$ cat src/rtl/core/rmsq_pkg.sv
// shared types, codes and scale helper functions for the random melody step quantizer
package rmsq_pkg;

   localparam int NOTES = 12;
   localparam int SEMI_STEPS = 64;
   localparam int OCT_STEPS = NOTES * SEMI_STEPS;
   localparam int WEIGHT_ONE = 4096;
   localparam int CHANCE_REGS = 7;

   localparam logic [2:0] ACT_JUMP  = 3'd0;
   localparam logic [2:0] ACT_SHIFT = 3'd1;
   localparam logic [2:0] ACT_UP2   = 3'd2;
   localparam logic [2:0] ACT_UP1   = 3'd3;
   localparam logic [2:0] ACT_DOWN1 = 3'd4;
   localparam logic [2:0] ACT_DOWN2 = 3'd5;
   localparam logic [2:0] ACT_STAY  = 3'd6;

   localparam logic [2:0] REG_JUMP   = 3'd0;
   localparam logic [2:0] REG_SHIFT  = 3'd1;
   localparam logic [2:0] REG_UP     = 3'd2;
   localparam logic [2:0] REG_DOWN   = 3'd3;
   localparam logic [2:0] REG_STAY   = 3'd4;
   localparam logic [2:0] REG_TWO    = 3'd5;
   localparam logic [2:0] REG_REPEAT = 3'd6;
   localparam logic [2:0] REG_MASK   = 3'd7;

   localparam logic OP_STEP  = 1'b0;
   localparam logic OP_GUIDE = 1'b1;

   typedef logic signed [11:0] oct_type;
   typedef logic [9:0] frac_type;
   typedef logic [3:0] deg_type;
   typedef logic [12:0] weight_type;
   typedef logic [14:0] thr_type;
   typedef logic signed [11:0] bnd_type;

   typedef struct packed {
      oct_type o;
      frac_type f;
   } ptch_type;

   typedef struct packed {
      oct_type o;
      deg_type d;
   } pos_type;

   typedef struct {
      deg_type len;
      frac_type sp [NOTES];
      bnd_type bnd [NOTES + 1];
   } scale_type;

   typedef struct packed {
      logic load;
      logic prep;
      logic thr;
      logic rq;
      logic chance;
      logic act;
      logic jq;
      logic minit;
      logic wrap;
      logic rev;
      logic commit;
      logic out;
   } cmd_type;

   typedef struct packed {
      logic needs_rq;
      logic [2:0] action;
      logic wrap_done;
      logic move_bad;
      logic reversed;
      logic out_free;
   } sts_type;

   function automatic weight_type sat_weight(input weight_type v);
      weight_type r;
      r = (v > weight_type'(WEIGHT_ONE)) ? weight_type'(WEIGHT_ONE) : v;
      return r;
   endfunction

   function automatic logic p_gt(input oct_type o1, input frac_type f1,
                                 input oct_type o2, input frac_type f2);
      logic r;
      r = (o1 > o2) || ((o1 == o2) && (f1 > f2));
      return r;
   endfunction

   function automatic logic p_lt(input oct_type o1, input frac_type f1,
                                 input oct_type o2, input frac_type f2);
      logic r;
      r = (o1 < o2) || ((o1 == o2) && (f1 < f2));
      return r;
   endfunction

   function automatic scale_type build_scale(input logic [11:0] mask);
      scale_type s;
      logic [11:0] m;
      deg_type cnt;
      logic [11:0] sum;
      for (int i = 0; i < NOTES; i++) s.sp[i] = '0;
      for (int i = 0; i <= NOTES; i++) s.bnd[i] = '0;
      m = (mask == 12'd0) ? 12'd1 : mask;
      cnt = '0;
      for (int n = 0; n < NOTES; n++) begin
         if (m[n]) begin
            s.sp[cnt] = frac_type'(n * SEMI_STEPS);
            cnt = cnt + 4'd1;
         end
      end
      s.len = cnt;
      if (cnt == 4'd1) begin
         s.bnd[0] = bnd_type'($signed({2'b00, s.sp[0]}) - 12'sd384);
         s.bnd[1] = bnd_type'({1'b0, s.sp[0]});
      end else begin
         s.bnd[0] = bnd_type'(($signed({2'b00, s.sp[cnt - 4'd1]}) - 12'sd768) >>> 1);
         for (int i = 0; i < NOTES - 1; i++) begin
            if (i < int'(cnt) - 1) begin
               sum = {2'b00, s.sp[i]} + {2'b00, s.sp[i + 1]};
               s.bnd[i + 1] = bnd_type'({1'b0, sum[10:1]});
            end
         end
         sum = {2'b00, s.sp[0]} + 12'd768 + {2'b00, s.sp[cnt - 4'd1]};
         s.bnd[cnt] = bnd_type'({1'b0, sum[11:1]});
      end
      return s;
   endfunction

   // floor(p / 768) and the remainder, via floor(p / 256) and a reciprocal of three
   function automatic ptch_type fdiv768(input logic signed [14:0] p);
      ptch_type r;
      logic [7:0] x;
      logic [15:0] prod;
      logic signed [15:0] o16;
      logic signed [15:0] om;
      logic signed [15:0] fr;
      x = {p[14], p[14:8]} + 8'd66;
      prod = {8'b0, x} * 16'd171;
      r.o = oct_type'({5'b0, prod[15:9]}) - 12'sd22;
      o16 = {{4{r.o[11]}}, r.o};
      om = (o16 <<< 9) + (o16 <<< 8);
      fr = {p[14], p} - om;
      r.f = fr[9:0];
      return r;
   endfunction

   function automatic pos_type note_above(input ptch_type p, input scale_type s);
      pos_type r;
      logic found;
      r.o = p.o + 12'sd1;
      r.d = '0;
      found = 1'b0;
      for (int d = 0; d < NOTES; d++) begin
         if (!found && (d < int'(s.len)) && (s.sp[d] >= p.f)) begin
            r.o = p.o;
            r.d = deg_type'(d);
            found = 1'b1;
         end
      end
      return r;
   endfunction

   function automatic pos_type note_below(input ptch_type p, input scale_type s);
      pos_type r;
      logic found;
      r.o = p.o - 12'sd1;
      r.d = s.len - 4'd1;
      found = 1'b0;
      for (int d = NOTES - 1; d >= 0; d--) begin
         if (!found && (d < int'(s.len)) && (s.sp[d] <= p.f)) begin
            r.o = p.o;
            r.d = deg_type'(d);
            found = 1'b1;
         end
      end
      return r;
   endfunction

   function automatic pos_type quantize(input ptch_type v, input scale_type s,
                                        input ptch_type lo, input ptch_type hi);
      pos_type r;
      logic found;
      logic signed [11:0] fs;
      fs = $signed({2'b00, v.f});
      found = 1'b0;
      r.o = v.o;
      r.d = '0;
      if (fs < s.bnd[0]) begin
         r.o = v.o - 12'sd1;
         r.d = s.len - 4'd1;
      end else if (fs > s.bnd[s.len]) begin
         r.o = v.o + 12'sd1;
      end else begin
         for (int i = 0; i < NOTES; i++) begin
            if (!found && (i < int'(s.len)) && (fs <= s.bnd[i + 1])) begin
               r.d = deg_type'(i);
               found = 1'b1;
            end
         end
      end
      if (p_lt(r.o, s.sp[r.d], lo.o, lo.f)) r = note_above(lo, s);
      if (p_gt(r.o, s.sp[r.d], hi.o, hi.f)) r = note_below(hi, s);
      return r;
   endfunction

endpackage

$ cat src/rtl/core/random_melody_step_quantizer.sv
// random melody step quantizer top level
// a step word yields one result word after acceptance, with one more state on requantize;
// the degree wrap walk moves one scale length per cycle, before and after a reversal
// a guide word yields no result word
// one word in work; the next is accepted the cycle after a result word is loaded, and a result
// word still held at the output stalls the next step in its last state
// synchronous reset: settings cleared, scale mask root only, pitch state zero
module random_melody_step_quantizer (
   input  logic         clock,
   input  logic         reset,
   input  logic         req_tvalid,
   output logic         req_tready,
   // guide_pitch, force_jump, force_shift, force_stay, lower_limit, upper_limit,
   // jump_random, action_random
   input  logic [79:0]  req_tdata,
   // opcode
   input  logic [0:0]   req_tuser,
   output logic         rsp_tvalid,
   input  logic         rsp_tready,
   // pitch
   output logic [15:0]  rsp_tdata,
   // action, limit_error
   output logic [3:0]   rsp_tuser,
   input  logic         csr_we,
   input  logic [2:0]   csr_addr,
   input  logic [12:0]  csr_wdata
);

   rmsq_pkg::cmd_type cmd;
   rmsq_pkg::sts_type sts;
   logic signed [13:0] pitch;
   logic [2:0] action;
   logic limit_error;

   rmsq_ctrl u_ctrl (
      .clock      (clock),
      .reset      (reset),
      .req_tvalid (req_tvalid),
      .req_opcode (req_tuser[0]),
      .sts        (sts),
      .req_tready (req_tready),
      .cmd        (cmd)
   );

   rmsq_dp u_dp (
      .clock             (clock),
      .reset             (reset),
      .cmd               (cmd),
      .sts               (sts),
      .csr_we            (csr_we),
      .csr_addr          (csr_addr),
      .csr_wdata         (csr_wdata),
      .req_opcode        (req_tuser[0]),
      .req_guide_pitch   (req_tdata[13:0]),
      .req_force_jump    (req_tdata[14]),
      .req_force_shift   (req_tdata[15]),
      .req_force_stay    (req_tdata[16]),
      .req_lower_limit   (req_tdata[30:17]),
      .req_upper_limit   (req_tdata[44:31]),
      .req_jump_random   (req_tdata[60:45]),
      .req_action_random (req_tdata[76:61]),
      .rsp_tready        (rsp_tready),
      .rsp_valid         (rsp_tvalid),
      .rsp_pitch         (pitch),
      .rsp_action        (action),
      .rsp_limit_error   (limit_error)
   );

   assign rsp_tdata = {2'b00, pitch};
   assign rsp_tuser = {limit_error, action};

endmodule

$ cat src/rtl/core/rmsq_ctrl.sv
// sequencing state machine for the random melody step quantizer
module rmsq_ctrl (
   input  logic                clock,
   input  logic                reset,
   input  logic                req_tvalid,
   input  logic                req_opcode,
   input  rmsq_pkg::sts_type   sts,
   output logic                req_tready,
   output rmsq_pkg::cmd_type   cmd
);

   localparam logic [3:0] ST_IDLE   = 4'd0;
   localparam logic [3:0] ST_PREP   = 4'd1;
   localparam logic [3:0] ST_THR    = 4'd2;
   localparam logic [3:0] ST_RQ     = 4'd3;
   localparam logic [3:0] ST_CHANCE = 4'd4;
   localparam logic [3:0] ST_ACT    = 4'd5;
   localparam logic [3:0] ST_JQ     = 4'd6;
   localparam logic [3:0] ST_MINIT  = 4'd7;
   localparam logic [3:0] ST_WRAP   = 4'd8;
   localparam logic [3:0] ST_CHK    = 4'd9;
   localparam logic [3:0] ST_OUT    = 4'd10;

   logic [3:0] state_ff;
   logic [3:0] state_in;

   assign req_tready = (state_ff == ST_IDLE);

   always_comb begin
      state_in = state_ff;
      cmd = '0;
      unique case (state_ff)
         ST_IDLE: begin
            if (req_tvalid) begin
               cmd.load = 1'b1;
               if (req_opcode == rmsq_pkg::OP_STEP) state_in = ST_PREP;
            end
         end
         ST_PREP: begin
            cmd.prep = 1'b1;
            state_in = ST_THR;
         end
         ST_THR: begin
            cmd.thr = 1'b1;
            state_in = sts.needs_rq ? ST_RQ : ST_CHANCE;
         end
         ST_RQ: begin
            cmd.rq = 1'b1;
            state_in = ST_CHANCE;
         end
         ST_CHANCE: begin
            cmd.chance = 1'b1;
            state_in = ST_ACT;
         end
         ST_ACT: begin
            cmd.act = 1'b1;
            state_in = ST_MINIT;
         end
         ST_MINIT: begin
            priority if (sts.action == rmsq_pkg::ACT_JUMP ||
                         sts.action == rmsq_pkg::ACT_SHIFT) begin
               state_in = ST_JQ;
            end else if (sts.action == rmsq_pkg::ACT_STAY) begin
               state_in = ST_OUT;
            end else begin
               cmd.minit = 1'b1;
               state_in = ST_WRAP;
            end
         end
         ST_JQ: begin
            cmd.jq = 1'b1;
            state_in = ST_OUT;
         end
         ST_WRAP: begin
            if (sts.wrap_done) state_in = ST_CHK;
            else cmd.wrap = 1'b1;
         end
         ST_CHK: begin
            if (sts.move_bad && !sts.reversed) begin
               cmd.rev = 1'b1;
               state_in = ST_WRAP;
            end else begin
               cmd.commit = 1'b1;
               state_in = ST_OUT;
            end
         end
         ST_OUT: begin
            if (sts.out_free) begin
               cmd.out = 1'b1;
               state_in = ST_IDLE;
            end
         end
         default: state_in = ST_IDLE;
      endcase
   end

   always_ff @(posedge clock) begin
      if (reset) state_ff <= ST_IDLE;
      else state_ff <= state_in;
   end

   a_wrap_to_chk: assert property (@(posedge clock) disable iff (reset)
      (state_ff == ST_WRAP && sts.wrap_done) |=> (state_ff == ST_CHK))
      else $error("wrap walk did not hand over to the limit check");

endmodule

$ cat src/rtl/core/rmsq_dp.sv
// datapath of the random melody step quantizer: settings, pitch state and scale arithmetic
module rmsq_dp (
   input  logic                clock,
   input  logic                reset,
   input  rmsq_pkg::cmd_type   cmd,
   output rmsq_pkg::sts_type   sts,
   input  logic                csr_we,
   input  logic [2:0]          csr_addr,
   input  logic [12:0]         csr_wdata,
   input  logic                req_opcode,
   input  logic signed [13:0]  req_guide_pitch,
   input  logic                req_force_jump,
   input  logic                req_force_shift,
   input  logic                req_force_stay,
   input  logic signed [13:0]  req_lower_limit,
   input  logic signed [13:0]  req_upper_limit,
   input  logic [15:0]         req_jump_random,
   input  logic [15:0]         req_action_random,
   input  logic                rsp_tready,
   output logic                rsp_valid,
   output logic signed [13:0]  rsp_pitch,
   output logic [2:0]          rsp_action,
   output logic                rsp_limit_error
);

   localparam int NR = rmsq_pkg::CHANCE_REGS;

   rmsq_pkg::weight_type chance_reg_ff [NR];
   rmsq_pkg::weight_type chance_reg_in [NR];
   logic [11:0] mask_ff, mask_in;
   rmsq_pkg::scale_type scale_ff;
   logic needs_rq_ff, needs_rq_in;
   logic last_stay_ff, last_stay_in;
   rmsq_pkg::ptch_type lp_ff, lp_in;
   rmsq_pkg::pos_type cur_ff, cur_in;
   logic fj_ff, fj_in, fs_ff, fs_in, fst_ff, fst_in;
   logic signed [13:0] lo_raw_ff, lo_raw_in, hi_raw_ff, hi_raw_in;
   logic [15:0] jr_ff, jr_in, ar_ff, ar_in;
   rmsq_pkg::ptch_type lo_ff, lo_in, hi_ff, hi_in, tgt_ff, tgt_in;
   logic signed [31:0] prod_j_ff, prod_j_in;
   logic [25:0] prod_uf_ff, prod_uf_in, prod_df_ff, prod_df_in, prod_st_ff, prod_st_in;
   rmsq_pkg::thr_type thr_ff [NR];
   rmsq_pkg::thr_type thr_in [NR];
   rmsq_pkg::thr_type top_ff, top_in, chance_ff, chance_in;
   logic err_ff, err_in;
   logic [2:0] action_ff, action_in;
   rmsq_pkg::ptch_type res_ff, res_in;
   logic signed [4:0] idx_ff, idx_in;
   rmsq_pkg::oct_type wr_ff, wr_in;
   logic rev_ff, rev_in;
   logic rsp_valid_ff, rsp_valid_in;
   logic signed [13:0] rsp_pitch_ff, rsp_pitch_in;
   logic [2:0] rsp_action_ff, rsp_action_in;
   logic rsp_err_ff, rsp_err_in;

   rmsq_pkg::weight_type wj, ws, wu, wd, wst, wf, wrep;
   rmsq_pkg::pos_type q_pos, ea;
   rmsq_pkg::ptch_type q_in;
   rmsq_pkg::oct_type cand_o;
   rmsq_pkg::frac_type cand_f;
   logic signed [4:0] len5, mval;
   logic move_up, wrap_done, move_bad;
   logic signed [14:0] span;
   logic signed [15:0] tsum;
   logic [30:0] prod_c;
   logic signed [21:0] o22, pfull;
   logic found;

   assign wj = rmsq_pkg::sat_weight(chance_reg_ff[rmsq_pkg::REG_JUMP]);
   assign ws = rmsq_pkg::sat_weight(chance_reg_ff[rmsq_pkg::REG_SHIFT]);
   assign wu = rmsq_pkg::sat_weight(chance_reg_ff[rmsq_pkg::REG_UP]);
   assign wd = rmsq_pkg::sat_weight(chance_reg_ff[rmsq_pkg::REG_DOWN]);
   assign wst = rmsq_pkg::sat_weight(chance_reg_ff[rmsq_pkg::REG_STAY]);
   assign wf = rmsq_pkg::sat_weight(chance_reg_ff[rmsq_pkg::REG_TWO]);
   assign wrep = rmsq_pkg::sat_weight(chance_reg_ff[rmsq_pkg::REG_REPEAT]);

   assign q_in = cmd.rq ? lp_ff : tgt_ff;
   assign q_pos = rmsq_pkg::quantize(q_in, scale_ff, lo_ff, hi_ff);
   assign ea = rmsq_pkg::note_above(lo_ff, scale_ff);

   assign len5 = $signed({1'b0, scale_ff.len});
   assign wrap_done = !idx_ff[4] && (idx_ff < len5);
   assign cand_o = cur_ff.o + wr_ff;
   assign cand_f = scale_ff.sp[idx_ff[3:0]];
   assign move_up = (action_ff == rmsq_pkg::ACT_UP2) || (action_ff == rmsq_pkg::ACT_UP1);
   assign move_bad = move_up ? rmsq_pkg::p_gt(cand_o, cand_f, hi_ff.o, hi_ff.f)
                             : rmsq_pkg::p_lt(cand_o, cand_f, lo_ff.o, lo_ff.f);

   always_comb begin
      unique case (action_ff)
         rmsq_pkg::ACT_UP2:   mval = 5'sd2;
         rmsq_pkg::ACT_UP1:   mval = 5'sd1;
         rmsq_pkg::ACT_DOWN1: mval = -5'sd1;
         rmsq_pkg::ACT_DOWN2: mval = -5'sd2;
         default:             mval = 5'sd0;
      endcase
   end

   assign span = {hi_raw_ff[13], hi_raw_ff} - {lo_raw_ff[13], lo_raw_ff};
   assign tsum = {{2{lo_raw_ff[13]}}, lo_raw_ff} + prod_j_ff[31:16];
   assign prod_c = {15'b0, ar_ff} * {16'b0, top_ff};
   assign o22 = {{10{res_ff.o[11]}}, res_ff.o};
   assign pfull = (o22 <<< 9) + (o22 <<< 8) + $signed({12'b0, res_ff.f});

   assign sts.needs_rq = needs_rq_ff;
   assign sts.action = action_ff;
   assign sts.wrap_done = wrap_done;
   assign sts.move_bad = move_bad;
   assign sts.reversed = rev_ff;
   assign sts.out_free = !rsp_valid_ff || rsp_tready;

   always_comb begin
      chance_reg_in = chance_reg_ff;
      mask_in = mask_ff;
      needs_rq_in = needs_rq_ff;
      last_stay_in = last_stay_ff;
      lp_in = lp_ff;
      cur_in = cur_ff;
      fj_in = fj_ff;
      fs_in = fs_ff;
      fst_in = fst_ff;
      lo_raw_in = lo_raw_ff;
      hi_raw_in = hi_raw_ff;
      jr_in = jr_ff;
      ar_in = ar_ff;
      lo_in = lo_ff;
      hi_in = hi_ff;
      tgt_in = tgt_ff;
      prod_j_in = prod_j_ff;
      prod_uf_in = prod_uf_ff;
      prod_df_in = prod_df_ff;
      prod_st_in = prod_st_ff;
      thr_in = thr_ff;
      top_in = top_ff;
      chance_in = chance_ff;
      err_in = err_ff;
      action_in = action_ff;
      res_in = res_ff;
      idx_in = idx_ff;
      wr_in = wr_ff;
      rev_in = rev_ff;
      rsp_valid_in = rsp_valid_ff;
      rsp_pitch_in = rsp_pitch_ff;
      rsp_action_in = rsp_action_ff;
      rsp_err_in = rsp_err_ff;
      found = 1'b0;

      if (csr_we) begin
         if (csr_addr == rmsq_pkg::REG_MASK) begin
            mask_in = csr_wdata[11:0];
         end else if (chance_reg_ff[csr_addr] != csr_wdata) begin
            chance_reg_in[csr_addr] = csr_wdata;
            needs_rq_in = 1'b1;
         end
      end

      if (cmd.load) begin
         if (req_opcode == rmsq_pkg::OP_GUIDE) begin
            lp_in = rmsq_pkg::fdiv768({req_guide_pitch[13], req_guide_pitch});
            needs_rq_in = 1'b1;
         end
         fj_in = req_force_jump;
         fs_in = req_force_shift;
         fst_in = req_force_stay;
         lo_raw_in = req_lower_limit;
         hi_raw_in = req_upper_limit;
         jr_in = req_jump_random;
         ar_in = req_action_random;
      end

      if (cmd.prep) begin
         lo_in = rmsq_pkg::fdiv768({lo_raw_ff[13], lo_raw_ff});
         hi_in = rmsq_pkg::fdiv768({hi_raw_ff[13], hi_raw_ff});
         prod_j_in = $signed({1'b0, jr_ff}) * span;
         prod_uf_in = wu * wf;
         prod_df_in = wd * (13'd4096 - wf);
         prod_st_in = wst * (13'd4096 - wrep);
      end

      if (cmd.thr) begin
         thr_in[0] = {2'b0, wj};
         thr_in[1] = {2'b0, wj} + {2'b0, ws};
         thr_in[2] = thr_in[1] + {2'b0, prod_uf_ff[24:12]};
         thr_in[3] = thr_in[1] + {2'b0, wu};
         thr_in[4] = thr_in[3] + {2'b0, prod_df_ff[24:12]};
         thr_in[5] = thr_in[3] + {2'b0, wd};
         thr_in[6] = thr_in[5] + {2'b0, wst};
         top_in = thr_in[6] - (last_stay_ff ? {2'b0, prod_st_ff[24:12]} : 15'd0);
         tgt_in = rmsq_pkg::fdiv768(tsum[14:0]);
         err_in = rmsq_pkg::p_gt(ea.o, scale_ff.sp[ea.d], hi_ff.o, hi_ff.f);
      end

      if (cmd.rq) begin
         cur_in = q_pos;
         lp_in.o = q_pos.o;
         lp_in.f = scale_ff.sp[q_pos.d];
      end

      if (cmd.chance) chance_in = prod_c[30:16];

      if (cmd.act) begin
         res_in = lp_ff;
         priority if (fj_ff) begin
            action_in = rmsq_pkg::ACT_JUMP;
         end else if (fs_ff) begin
            action_in = rmsq_pkg::ACT_SHIFT;
         end else if (fst_ff) begin
            action_in = rmsq_pkg::ACT_STAY;
         end else begin
            action_in = rmsq_pkg::ACT_JUMP;
            for (int i = 0; i < NR; i++) begin
               if (!found && (thr_ff[i] >= chance_ff)) begin
                  action_in = 3'(i);
                  found = 1'b1;
               end
            end
         end
      end

      if (cmd.jq) begin
         res_in.o = q_pos.o;
         res_in.f = scale_ff.sp[q_pos.d];
         if (action_ff == rmsq_pkg::ACT_SHIFT) begin
            cur_in = q_pos;
            lp_in = res_in;
         end
      end

      if (cmd.minit) begin
         idx_in = $signed({1'b0, cur_ff.d}) + mval;
         wr_in = '0;
         rev_in = 1'b0;
      end

      if (cmd.rev) begin
         idx_in = $signed({1'b0, cur_ff.d}) - mval;
         wr_in = '0;
         rev_in = 1'b1;
      end

      if (cmd.wrap) begin
         if (idx_ff[4]) begin
            idx_in = idx_ff + len5;
            wr_in = wr_ff - 12'sd1;
         end else begin
            idx_in = idx_ff - len5;
            wr_in = wr_ff + 12'sd1;
         end
      end

      if (cmd.commit) begin
         cur_in.o = cand_o;
         cur_in.d = idx_ff[3:0];
         res_in.o = cand_o;
         res_in.f = cand_f;
         lp_in = res_in;
      end

      if (cmd.out) begin
         rsp_valid_in = 1'b1;
         if (pfull > 22'sd8191) rsp_pitch_in = 14'sd8191;
         else if (pfull < -22'sd8192) rsp_pitch_in = -14'sd8192;
         else rsp_pitch_in = pfull[13:0];
         rsp_action_in = action_ff;
         rsp_err_in = err_ff;
         last_stay_in = (action_ff == rmsq_pkg::ACT_STAY);
         needs_rq_in = 1'b0;
      end else if (rsp_tready) begin
         rsp_valid_in = 1'b0;
      end
   end

   always_ff @(posedge clock) begin
      if (reset) begin
         for (int i = 0; i < NR; i++) chance_reg_ff[i] <= '0;
         mask_ff <= 12'd1;
         needs_rq_ff <= 1'b0;
         last_stay_ff <= 1'b0;
         lp_ff <= '0;
         cur_ff <= '0;
         rsp_valid_ff <= 1'b0;
      end else begin
         chance_reg_ff <= chance_reg_in;
         mask_ff <= mask_in;
         needs_rq_ff <= needs_rq_in;
         last_stay_ff <= last_stay_in;
         lp_ff <= lp_in;
         cur_ff <= cur_in;
         rsp_valid_ff <= rsp_valid_in;
      end
   end

   always_ff @(posedge clock) begin
      scale_ff <= rmsq_pkg::build_scale(mask_ff);
      fj_ff <= fj_in;
      fs_ff <= fs_in;
      fst_ff <= fst_in;
      lo_raw_ff <= lo_raw_in;
      hi_raw_ff <= hi_raw_in;
      jr_ff <= jr_in;
      ar_ff <= ar_in;
      lo_ff <= lo_in;
      hi_ff <= hi_in;
      tgt_ff <= tgt_in;
      prod_j_ff <= prod_j_in;
      prod_uf_ff <= prod_uf_in;
      prod_df_ff <= prod_df_in;
      prod_st_ff <= prod_st_in;
      thr_ff <= thr_in;
      top_ff <= top_in;
      chance_ff <= chance_in;
      err_ff <= err_in;
      action_ff <= action_in;
      res_ff <= res_in;
      idx_ff <= idx_in;
      wr_ff <= wr_in;
      rev_ff <= rev_in;
      rsp_pitch_ff <= rsp_pitch_in;
      rsp_action_ff <= rsp_action_in;
      rsp_err_ff <= rsp_err_in;
   end

   assign rsp_valid = rsp_valid_ff;
   assign rsp_pitch = rsp_pitch_ff;
   assign rsp_action = rsp_action_ff;
   assign rsp_limit_error = rsp_err_ff;

   a_out_fills: assert property (@(posedge clock) disable iff (reset)
      cmd.out |=> rsp_valid_ff)
      else $error("result word not presented after output command");

   a_commit_in_scale: assert property (@(posedge clock) disable iff (reset)
      cmd.commit |-> (!idx_ff[4] && idx_ff < len5))
      else $error("committed degree outside the scale");

   a_action_code: assert property (@(posedge clock) disable iff (reset)
      cmd.out |-> (action_ff != 3'd7))
      else $error("undefined action code reaches the output");

endmodule
$ cat config.mk
export PLATFORM = sky130hd
export DESIGN_NAME = random_melody_step_quantizer
export DESIGN_NICKNAME = d
export VERILOG_FILES = /design/src/rtl/core/rmsq_pkg.sv /design/src/rtl/core/random_melody_step_quantizer.sv /design/src/rtl/core/rmsq_ctrl.sv /design/src/rtl/core/rmsq_dp.sv
export SDC_FILE = /design/constraint.sdc
export NUM_CORES = 2
export LEC_CHECK = 0
export BUFFER_PORTS_ARGS = -buffer_cell sky130_fd_sc_hd__buf_4
export CAP_MARGIN = 20
export CORE_MARGIN = 2
export CORE_UTILIZATION = 27
export DETAILED_ROUTE_END_ITERATION = 8
export PLACE_DENSITY = 0.44
export SKIP_CTS_REPAIR_TIMING = 1
export SLEW_MARGIN = 30
export SYNTH_ARGS = -nofsm -noshare
export SYNTH_HDL_FRONTEND = slang
export SYNTH_SLANG_ARGS = --single-unit
$ cat constraint.sdc
create_clock -name clock -period 14.35 [get_ports clock]
set_input_delay 2.87 -clock clock [delete_from_list [all_inputs] [get_ports clock]]
set_output_delay 2.87 -clock clock [all_outputs]
set_load 0.005 [all_outputs]
* Word-level counts from Yosys, hierarchy flattened *
Index checks and enable logic that the tools add are counted.

word-level totals
  register bits after elaboration = 846
  input port bits = 102
  output and inout bits = 22
  logic and storage cells = 889

operators by class
  add/subtract/negate cells = 69
  multipliers = 9
  magnitude comparators = 121
  eq/ne operators = 28
  multiplexer cells = 342
  bitwise logic cells = 51
  reductions and logical operators = 189

operators by type and width
  cell                                                        count
  2-to-1 mux 120 bit                                          10
  2-to-1 mux 16 bit                                           42
  AND 96 bit                                                  5
  NOT 96 bit                                                  5
  demux 10 bit (select 4 bit)                                 11
  2-to-1 mux 10 bit                                           34
  AND 108 bit                                                 3
  NOT 108 bit                                                 3
  binary-select mux 10 bit (select 4 bit)                     6
  2-to-1 mux 12 bit                                           20
  2-to-1 mux 22 bit                                           10
  AND 84 bit                                                  2
  NOT 84 bit                                                  2
  bitwise mux 156 bit                                         1
  2-to-1 mux 1 bit                                            146
  <= comparator 11 x 12 -> 1 bit                              12
  2-to-1 mux 13 bit                                           11
  less-than comparator 4 x 32 -> 1 bit, first input constant  4
  adder 10 x 10 -> 11 bit                                     11
  >= comparator 10 bit                                        12
  <= comparator 10 bit                                        12
  bitwise OR 24 bit                                           5
  logical AND 1 bit                                           117
  2-to-1 mux 117 bit                                          1
  other kinds (99)                                            324

* Longest topological paths before layout *
  depth in word-level cells = 208
  depth in mapped cells = 59
  depth with buffers taken out = 54

* Cells and area by module *
Synthesis repeated with hierarchy kept, for this count alone.

second synthesis, totals
  cell total of the unflattened synthesis = 9200
  area total of the unflattened synthesis = 84404.7 µm²

by module, submodules not included
  module                        times used  cells each  area an instance (µm²)  seq. area each (µm²)
  rmsq_dp                       1           9142        83989.3                 16435.8
  rmsq_ctrl                     1           54          389.1                   80.1
  random_melody_step_quantizer  1           4           26.3                    0.0

* Worst setup path after synthesis *
Ideal clock, no wire load.

  kind = flip-flop to flip-flop
  start = reg u_dp.mask_ff[9]
  end = reg u_dp.scale_ff[93] in the netlist's numbering
  library setup time = 0.077 ns
  arrival time = 10.930 ns
  required time = 14.273 ns
  slack = 3.343 ns
  cell stages (with the launch flop) = 57
  path buffers = 5
  clock period less this slack = 11.007 ns
  cells stage by stage = dfxtp_1 > clkbuf_1 > clkbuf_1 > nor4_1 > a31o_2 > ha_1 > clkbuf_1 > xor2_1 > ha_1 > nand2b_1 > o21a_1 > ha_1 > nand2_1 > and2_0 > clkbuf_1 > inv_1 > ha_1 > nand2_1 > [21 not listed] > xnor2_1 > xnor2_2 > clkinv_1 > nor2_1 > xnor2_4 > buf_4 > a31o_2 > o211ai_1 > nand2_1 > ha_1 > inv_1 > fa_1 > nor2b_1 > o21ai_0 > nand2b_1 > xnor2_1 > nand2_1 > o22ai_1

on the way
  longest elaborated chain between the ends = 36
  elaborated cells on any way between the ends = 152
  those cells by class = 16 x add/sub; 25 x order compare; 1 x eq/ne; 54 x mux; 43 x bitwise; 13 x reduce/logical

RTL lines
  element                                                     RTL line                          source
  start: declaration                                          rmsq_dp.sv:30                     logic [11:0] mask_ff, mask_in;
  start signal: assignment                                    rmsq_dp.sv:284                    mask_ff <= mask_in;
  zero test 12 bit                                            rmsq_pkg.sv:104                   m = (mask == 12'd0) ? 12'd1 : mask;
  2-to-1 mux 12 bit *                                         rmsq_pkg.sv:104
  2-to-1 mux 1 bit                                            rmsq_pkg.sv:107                   if (m[n]) begin
  adder 1 x 1 -> 2 bit                                        rmsq_pkg.sv:109                   cnt = cnt + 4'd1;
  2-to-1 mux 4 bit                                            rmsq_pkg.sv:107
  adder 4 x 1 -> 4 bit or NOT 4 -> 5 bit (tied branches)      rmsq_pkg.sv:109, rmsq_pkg.sv:108
  2-to-1 mux 4 bit (tied with other cells)                    rmsq_pkg.sv:107
  adder 4 x 1 -> 4 bit (tied with other cells)                rmsq_pkg.sv:109
  [19 not listed]                                             -
  demux 10 bit (select 4 bit) (tied with other cells)         rmsq_pkg.sv:108                   s.sp[cnt] = frac_type'(n * SEMI_STEPS);
  NOT 84 bit (no line) or 2-to-1 mux 120 bit (tied branches)  -
  AND 84 bit (no line) or bitwise OR 36 bit (tied branches)   -
  2-to-1 mux 120 bit                                          rmsq_pkg.sv:107
  binary-select mux 10 bit (select 4 bit)                     rmsq_pkg.sv:124                   sum = {2'b00, s.sp[0]} + 12'd768 + {2'b00, s.sp[cnt - 4'd1]};
  2-to-1 mux 10 bit (not written as such) (2 in series)       rmsq_pkg.sv:124
  adder 12 x 10 -> 12 bit                                     rmsq_pkg.sv:124
  bitwise mux 156 bit                                         rmsq_pkg.sv:125                   s.bnd[cnt] = bnd_type'({1'b0, sum[11:1]});
  end signal: assignment                                      rmsq_dp.sv:294                    scale_ff <= rmsq_pkg::build_scale(mask_ff);
  end: declaration                                            rmsq_dp.sv:31                     rmsq_pkg::scale_type scale_ff;

Every way passes the cells marked *; elsewhere a longest branch is shown, timed or not. The select of a mux whose other input is x is not followed.
A chain may end at the register's enable or synchronous reset.

* Worst setup path in the final report *
  start = reg u_dp.mask_ff[9]
  end = reg u_dp.scale_ff[81] in the netlist's numbering

Same word-level chain as after synthesis.

==> results by group <==
Synthesis
  • Flop and latch count out of synthesis: about 640
  • Avg Inst Size Synth: 9.137 um^2
  • Synth Cell Area: 84900 um^2
  • Synth Warn #: 0
  • EDFF count, synth: 364
  • Most common flop cell mapped by yosys: edfxtp_1
  • Fraction of the yosys area taken by sequential cells: around a fifth
  • Library cells used by synthesis: 116
  • Ys async rst share: 0%
  • Instance count of the mapped netlist: 9292

Setup path
  • Stage delay of the slowest cell on the critical path: 0.84 ns
  • Critical path data required time: 14.99 ns
  • R2r startpoint: u_dp.mask_ff[9]
  • End of the critical path: u_dp.scale_ff[81]
  • Slowest library cell on the worst path: dfxtp_1
  • Worst r2r dst: u_dp.scale_ff[81]
  • Cells on worst reg2reg path: 51
  • Reg2Reg Setup Slack: 0.93 ns
  • Crit path max fanout: 21
  • Element type at the critical path end: flip-flop
  • Critical path arrival: between 10 and 15 ns
  • CP startpoint kind: flip-flop
  • Most numerous cell on the critical path: ha_1
  • Crit Path Category: reg2reg
  • Origin of the worst setup path: u_dp.mask_ff[9]

Layout
  • Layout Cells excl Fill: 13550
  • Fraction of layout cells with a size suffix above 1: 6.582%
  • Final net count: 11460
  • Layout Area Growth over Synthesis: 10.73%
  • Fill cell count: 32890
  • Combined flip-flop and latch cell area: 16520 um^2
  • Combined area of the multi-input logic cells: 62450 um^2

Clock tree
  • Skew-Pair Late Insertion Delay: 0.73 ns
  • Buffer levels on the longest clock path: 3
  • Clock tree root buffer cell: clkbuf_16
  • H-tree level count: 3
  • CTS sink count: 643
  • Clock buffers created by TritonCTS: 82
  • TritonCTS clock tree: built
  • Clock input transition at the sequential cells of the worst setup and hold paths: 0.07 ns

Floorplanning
  • Die span in y: 564.8 um
  • I/O pin count: 124
  • Initial core utilization: between 20 and 30%
  • Cell row count: 205
  • Floorplan Core Area: roughly 310000 um^2
  • Floorplan die width: 564.8 um
  • Die area: 319000 um^2

Global routing
  • Pin count of the biggest net entering global routing: around 130
  • Antenna violations before repair: 8
  • Total routing resource utilization after global routing: 17.69%
  • Wire length of the first global-routing pass: 432.8 mm
  • Leftover overflow at the end of global routing: 0
  • Number of global-route vias before repair: 68800

Routing
  • Number of search-and-repair iterations in the first detailed-routing pass: 6
  • DRC violations left: 0
  • Wire per inst: 20.91 um
  • Number of vias in the routed layout: about 66000
  • Total Routed Length: 283.4 mm
  • Number of routed nets with antenna violations: 0
  • Vias per cell: just under 5
  • Iteration-0 DRC Markers: 4319

Placement
  • Inst Count DP: about 13000
  • # port buffers: 118
  • Setup Slack @ Placement: ~1.2 ns
  • Gpl congestion: 0.8825
  • DP HPWL: 223.8 mm

Timing
  • Worst-case setup margin in the final layout: 0.9253 ns
  • Final min period: between 10 and 15 ns
  • Final Max Tran Viols: 0
  • Worst-Margin Slew: about 1.1 ns
  • Number of hold violations in the final report: 0
  • RSZ-0062 raised after global routing: no
  • Rel. slew slack: 28.23%
  • Top achievable clock speed: roughly 74 MHz
  • Final worst-path cycle share: 93.55%
  • Worst clock skew: 0.06615 ns
  • Final setup violation count: 0
  • Final sum of negative setup slack: 0 ns

Run
  • Number of maximum-capacitance violations: 0

Run status
  • Outcome: completed

Min path
  • Hold WC Path Type: reg2reg
## worst min path at each step
stage	start	to	depth (start not counted)
after floorplan	u_dp.err_ff	u_dp.rsp_limit_error	0
after global placement	u_dp.rev_ff	u_dp.rev_ff	2
after detailed placement	u_dp.rev_ff	u_dp.rev_ff	2
after CTS	u_dp.rev_ff	u_dp.rev_ff	2
after global routing	u_dp.rev_ff	u_dp.rev_ff	2
final	u_dp.rev_ff	u_dp.rev_ff	2
## final cells by class
cell class	count	share of cell area, %
clock inverter	51	0.6442
antenna	6	0.01597
tap	4140	5.510
multi-input combinational	7028	66.43
inverter	1310	5.233
timing repair buffer	273	2.220
sequential	643	17.57
clock buffer	100	2.374
## placed cells by master, fill, tap and decap left out, types with 39 or more instances in the layout
cell       netlist  layout
inv_1         1294    1294
ha_1          1155    1155
nand2_1       1050    1049
fa_1           867     867
nor2_1         616     609
a21oi_1        377     376
edfxtp_1       364     364
xnor2_1        289     286
dfxtp_1        279     278
buf_4            6     270
o21ai_0        243     238
and2_1         237     236
mux2i_1        203     202
a21o_1         165     165
nor3_1         137     132
nor2b_1        135     130
nand3_1        129     129
xor2_1         108     107
nand2b_1       102     102
o21a_1          94      94
o22ai_1         95      94
clkbuf_16        0      84
o21bai_1        72      72
a211oi_1        73      71
nand4_1         69      69
o211ai_1        55      55
conb_1           2      55
a31oi_1         45      44
mux2_2          42      42
and3_1          39      39
## cells in the mapped netlist (95+ instances only)
cell / count / area [um^2]
inv_1: 1294 / 4857
xor2_1: 108 / 945.9
nor2b_1: 135 / 844.6
nand2_1: 1050 / 3941
nand3_1: 129 / 645.6
nand2b_1: 102 / 638.1
and2_1: 237 / 1483
a21o_1: 165 / 1239
ha_1: 1155 / 14450
mux2i_1: 203 / 2032
nor3_1: 137 / 685.7
clkbuf_1: 299 / 1122
nor2_1: 616 / 2312
fa_1: 867 / 17360
xnor2_1: 289 / 2531
o22ai_1: 95 / 594.3
dfxtp_1: 279 / 5585
edfxtp_1: 364 / 10930
a21oi_1: 377 / 1887
o21ai_0: 243 / 1216
## critical path: cells and delay by family, from the launching register on
| kind | cells | cell delay [ns] |
|---|---|---|
| AO/OA/AOI/OAI | 11 | 2.55 |
| flip-flops | 1 | 0.84 |
| adder cells (fa/ha/maj) | 11 | 3.55 |
| XOR/XNOR | 5 | 1.40 |
| AND/OR/NAND/NOR | 20 | 4.26 |
| buffers and inverters | 4 | 0.76 |
## per-layer routing
metal,global-route usage (%),wire [um],vias up
met5,0,0,-
met4,4.485,7264,0
met3,1.741,12850,315
met2,28.87,129600,1622
met1,24.88,133700,33110
li1,-,-,31350
## cells by family (layout without fill, tap and decap cells)
| logic type | Yosys count | in the layout | synth area share [%] |
|---|---|---|---|
| fa+ha+maj | 2023 | 2023 | 37.48 |
| compound gates | 1564 | 1564 | 12.30 |
| other cells | 2 | 61 | 0.008846 |
| buf+inv | 1674 | 1734 | 7.498 |
| xor+xnor | 413 | 413 | 4.536 |
| mux | 286 | 286 | 3.998 |
| simple gates | 2687 | 2687 | 14.73 |
| flops | 643 | 643 | 19.45 |
## flip-flops by register name, indices dropped and copies added (netlist names), 5 cells and up
register and count:
u_dp.jr_ff 16, u_dp.mask_ff 12, u_dp.ar_ff 16, u_dp.chance_ff 15, u_dp.o22 12, u_dp.rsp_pitch 14, u_dp.idx_ff 5, u_dp.thr_ff 102
u_dp.wr_ff 12, u_dp.cur_ff 16, u_dp.prod_st_ff 13, u_dp.hi_ff 18, u_dp.lo_raw_ff 14, u_dp.res_ff 10, u_dp.prod_uf_ff 13, u_dp.lo_ff 18
u_dp.prod_j_ff 15, u_dp.scale_ff 126, u_dp.top_ff 15, u_dp.prod_df_ff 13, u_dp.chance_reg_ff 91, u_dp.hi_raw_ff 14, u_dp.lp_ff 22, u_dp.tgt_ff 18
## per-stage QoR
step | utilization, % | hold slack [ns] | instance area [um^2]
floorplan | - | 0.4003 | 85100
global placement | 29.15 | 0.4331 | 91070
detailed placement | 29.16 | 0.4350 | 91110
CTS | 30.07 | 0.4497 | 93950
global route | 30.09 | 0.4720 | 94000
finish | 30.09 | 0.4531 | 94010
Power is left out: the tool's default activity adds up to more than one toggle a clock period on the data nets, which glitch-free logic cannot reach.
